### src/design/cec_pkg.sv
//------------------------------------------------------------------------------
// cec_pkg
// Shared types, constants and helpers of the curve endpoint chainer.
//------------------------------------------------------------------------------
`default_nettype none

package cec_pkg;

  localparam int COORD_W   = 32;
  localparam int TOLCFG_W  = 16;
  localparam int PC_W      = 16;
  localparam int POS_W     = 6;
  localparam int LEN_W     = POS_W + 1;
  localparam int OUT_LIMIT = 64;
  localparam logic [TOLCFG_W-1:0] TOL_RESET = 16'd66;
  localparam logic [PC_W-1:0]     RELAX_PC  = 16'd2;

  typedef logic signed [COORD_W-1:0] coord_t;

  typedef struct packed {
    coord_t x;
    coord_t y;
    coord_t z;
  } point_t;

  typedef enum logic [3:0] {
    ST_LOAD,
    ST_INIT_RD,
    ST_INIT_SET,
    ST_SCAN_RD,
    ST_DIFF,
    ST_SQ,
    ST_CMP,
    ST_EMIT_RD,
    ST_EMIT_LD,
    ST_EMIT_WAIT
  } state_t;

  typedef struct packed {
    logic in_ready;
    logic latch_tol;
    logic set_first;
    logic calc_diff;
    logic calc_sq;
    logic take;
    logic next_cand;
    logic set_broke;
    logic emit_load;
    logic finish;
  } cmd_t;

  typedef struct packed {
    logic in_fire;
    logic in_last;
    logic single_curve;
    logic used;
    logic near_start;
    logic near_end;
    logic scan_last;
    logic chain_done;
    logic out_fire;
    logic emit_last;
  } status_t;

  // |a - b| over 33 bits, exact for any pair of 32-bit signed values
  function automatic logic [COORD_W:0] absdiff(coord_t a, coord_t b);
    logic signed [COORD_W:0] d;
    d = {a[COORD_W-1], a} - {b[COORD_W-1], b};
    return d[COORD_W] ? (COORD_W+1)'(-d) : (COORD_W+1)'(d);
  endfunction

endpackage

`default_nettype wire

### src/design/cec_ctrl.sv
//------------------------------------------------------------------------------
// cec_ctrl
// Sequencer: load, chain scan one candidate at a time, entry emission.
//------------------------------------------------------------------------------
`default_nettype none

module cec_ctrl (
  input  wire logic            clk,
  input  wire logic            rst,
  input  wire cec_pkg::status_t sts,
  output cec_pkg::cmd_t        cmd
);
  import cec_pkg::*;

  state_t state, state_next;

  always_ff @(posedge clk) begin
    if (rst) begin
      state <= ST_LOAD;
    end else begin
      state <= state_next;
    end
  end

  always_comb begin
    state_next = state;
    unique case (state)
      ST_LOAD: begin
        if (sts.in_fire && sts.in_last) state_next = ST_INIT_RD;
      end
      ST_INIT_RD:  state_next = ST_INIT_SET;
      ST_INIT_SET: state_next = sts.single_curve ? ST_EMIT_RD : ST_SCAN_RD;
      ST_SCAN_RD:  state_next = ST_DIFF;
      ST_DIFF: begin
        if (!sts.used)          state_next = ST_SQ;
        else if (sts.scan_last) state_next = ST_EMIT_RD;
        else                    state_next = ST_SCAN_RD;
      end
      ST_SQ: state_next = ST_CMP;
      ST_CMP: begin
        if (sts.near_start || sts.near_end)
          state_next = sts.chain_done ? ST_EMIT_RD : ST_SCAN_RD;
        else if (sts.scan_last)
          state_next = ST_EMIT_RD;
        else
          state_next = ST_SCAN_RD;
      end
      ST_EMIT_RD: state_next = ST_EMIT_LD;
      ST_EMIT_LD: state_next = ST_EMIT_WAIT;
      ST_EMIT_WAIT: begin
        if (sts.out_fire) state_next = sts.emit_last ? ST_LOAD : ST_EMIT_RD;
      end
      default: state_next = ST_LOAD;
    endcase
  end

  always_comb begin
    cmd = '0;
    unique case (state)
      ST_LOAD:     cmd.in_ready  = 1'b1;
      ST_INIT_RD:  cmd.latch_tol = 1'b1;
      ST_INIT_SET: cmd.set_first = 1'b1;
      ST_SCAN_RD:  ;
      ST_DIFF: begin
        if (!sts.used)          cmd.calc_diff = 1'b1;
        else if (sts.scan_last) cmd.set_broke = 1'b1;
        else                    cmd.next_cand = 1'b1;
      end
      ST_SQ: cmd.calc_sq = 1'b1;
      ST_CMP: begin
        if (sts.near_start || sts.near_end) cmd.take      = 1'b1;
        else if (sts.scan_last)             cmd.set_broke = 1'b1;
        else                                cmd.next_cand = 1'b1;
      end
      ST_EMIT_RD: ;
      ST_EMIT_LD: cmd.emit_load = 1'b1;
      ST_EMIT_WAIT: begin
        if (sts.out_fire && sts.emit_last) cmd.finish = 1'b1;
      end
      default: ;
    endcase
  end

endmodule

`default_nettype wire

### config.mk
export PLATFORM = sky130hd
export DESIGN_NAME = cec_ctrl
export DESIGN_NICKNAME = d
export VERILOG_FILES = /design/src/design/cec_pkg.sv /design/src/design/cec_ctrl.sv
export SDC_FILE = /design/constraint.sdc
export NUM_CORES = 1
export LEC_CHECK = 0
export ABC_AREA = 1
export BUFFER_PORTS_ARGS = -buffer_cell sky130_fd_sc_hd__buf_2
export CAP_MARGIN = 20
export CORE_AREA = 3 3 40 42
export CTS_CLUSTER_SIZE = 12
export DETAILED_ROUTE_END_ITERATION = 7
export DIE_AREA = 0 0 43 45
export SLEW_MARGIN = 15
export SYNTH_ARGS = -nofsm -noshare
export SYNTH_HDL_FRONTEND = slang
export SYNTH_SLANG_ARGS = --single-unit
### constraint.sdc
create_clock -name clk -period 0.95 [get_ports clk]
set_input_delay 0.095 -clock clk [delete_from_list [all_inputs] [get_ports clk]]
set_output_delay 0.095 -clock clk [all_outputs]
set_load 0.05 [all_outputs]
==> metrics <==
CP Data Required Time 0.85 ns; Wirelength per Cell 14.7 um; Die Ht 45 um; largest net degree at the start of global routing 6; Yosys top cell by area nand2_1; initial antenna violation count 0; CTS Buf Count 3; power share of the clock group 29.6%; Core Area 1280 sq um; slew margin rel. 84.0%; initial core utilization 30.8%; fin worst setup slack -0.474 ns; IO Count 22; number of port buffers 21; top-area cell type share of the netlist area 22.8%; vias per cell 5.03; Slowest cell on crit path dfxtp_4; Worst R2R Path Depth 11; row cnt 13; Worst setup EP type primary output; NumNets Final 139; final hold vios 0; clock slew seen by the registers of the worst setup and hold paths 0.04 ns; total vias in the final route 709; Non-Filler Instances 141; DRT Wirelength 2080 um; Cell Area, Synth 395 sq um; Tmin final 1.42 ns; register area share after synthesis 20.3%; clk_skew 0.00630 ns; Mean Syn Cell Area 5.07 sq um; CP max FO 5; Core Util, Final 83.4%; Hold Crit Depth 2; slowest stage delay, CP 0.37 ns; Sw Pwr 0.000296 W; max reg flops 4; Area contributors post-synth nand2_1 (23%), dfxtp_1 (20%), inv_1 (16%); GR Util All Layers 20.5%; Critical Path End cmd[2]; reg2reg end state[1]; Fmax 702 MHz; period utilization 150%; CTS Root Cell clkbuf_4; CP startpoint kind flop; Detail Route Antenna Nets 0; Hold Path Class input port to flop; first-pass GRT wire length 3000 um; WP buf/inv 1; most frequent cells in the layout nand2_1 (17), buf_6 (16), buf_4 (12); CP Depth 4; Reg2Reg Setup Slack -0.36 ns; die span in x 43 um; reg2reg start state[1]; final setup vio count 14; failing checks setup timing; full die area 1940 sq um; routability cong. 0.777; Worst Tran Pin Value 0.238 ns; worst-path cell chain nor2_2 > nand3_2 > a21oi_4 > buf_6; Crit. Startpoint state[0]; Synth Instances 78; placed cells 125; switching share of total power 38.3%; part of the power in combinational logic 45.9%; CP delay by family, top flip-flops; Top Registers state x4; post-synthesis cell type count 11; H-tree levels 1; Iter 0 DRT Violations 20; post-route design area 1070 sq um; pwr dens 721 nW/um^2; grt total ovfl 0; Final Hold Slack 0.0538 ns; Static Leak 0.543 nW; Power Internal 0.000477 W; clk_lat worst skew 0.23 ns; commonest non-fill, non-tap cell in the layout nand2_1; Remaining DRCs 0; Worst VDD drop 761 uV; synthesis warning total 0; syn_nets 90; share of post-route cells with drive strength above 1 69.0%; area delta synth->final 171%; # Max-Cap Violations 0; Clock Path Buffers 2; fin. max-slew vios 0; status complete, but fails checks; arrival time worst endpoint 1.33 ns; share of power burned in registers 24.6%; dpl cell area 736 sq um; final setup TNS -5.54 ns; Antenna Cells 0; Top reg by flops state; CTS tree done; Synth Register Bits 4; RSZ-0062 raised after global routing yes; critical path class flop to primary output; Clock Sinks 4; Initial DRT Pass Iterations 4; vias in the first global route 701; Final HPWL DP 1110 um; Filler Cell Count 78
-- routing by layer --
layer	wire (um)	track usage [%]
met3	73	1.59
met1	758	21.5
met2	1170	43.1
met4	70	5.42
met5	0	0
-- synthesized netlist by cell type --
cell type  instances
a21oi_1            6
dfxtp_1            4
inv_1             17
nand2_1           24
nand3_1            8
nor2_1            11
nor2_2             2
nor2_4             1
nor3_1             2
nor4_1             1
o21ai_0            2
-- worst min path at each step --
| stage | startpoint | end |
|---|---|---|
| floorplan | rst | state[3] |
| global placement | rst | state[2] |
| detailed placement | rst | state[3] |
| CTS | rst | state[3] |
| global route | rst | state[3] |
| finish | rst | state[3] |
-- metrics by stage --
step / setup slack (ns) / total power (W)
2_1_floorplan: -0.303 / 0.000347
3_3_place_gp: -0.327 / 0.000423
3_5_place_dp: -0.325 / 0.000426
4_1_cts: -0.446 / 0.000734
5_1_grt: -0.520 / 0.000813
6_report: -0.474 / 0.000773
-- power groups by stage --
stage	combinational, W	clock, W	sequential [W]
floorplan	0.000163	0	0.000185
global placement	0.000235	0	0.000187
detailed placement	0.000237	0	0.000188
CTS	0.000313	0.000234	0.000186
global route	0.000377	0.000244	0.000191
finish	0.000355	0.000229	0.000190
-- cells by family after synthesis --
kind of cell	share of synthesized area, %
AND/OR/NAND/NOR	53.5
buffers and inverters	16.1
AO/OA/AOI/OAI	10.1
flip-flops	20.3
-- layout make-up --
cell class	count	area, sq um	area share [%]
inverter	17	82.6	7.70
clock buffer	4	26.3	2.45
tap	15	18.8	1.75
multi-input combinational	57	444	41.4
timing repair buffer	44	405	37.8
sequential	4	95.1	8.87
-- timing repair --
action	4_1_cts	5_1_grt
setup buffers	11	2
endpoints found under the setup margin	14	14
pin swaps	16	10
hold buffers	0	0
resized for setup	47	10
cloned	0	0
Power figures use the tool's default switching activity.
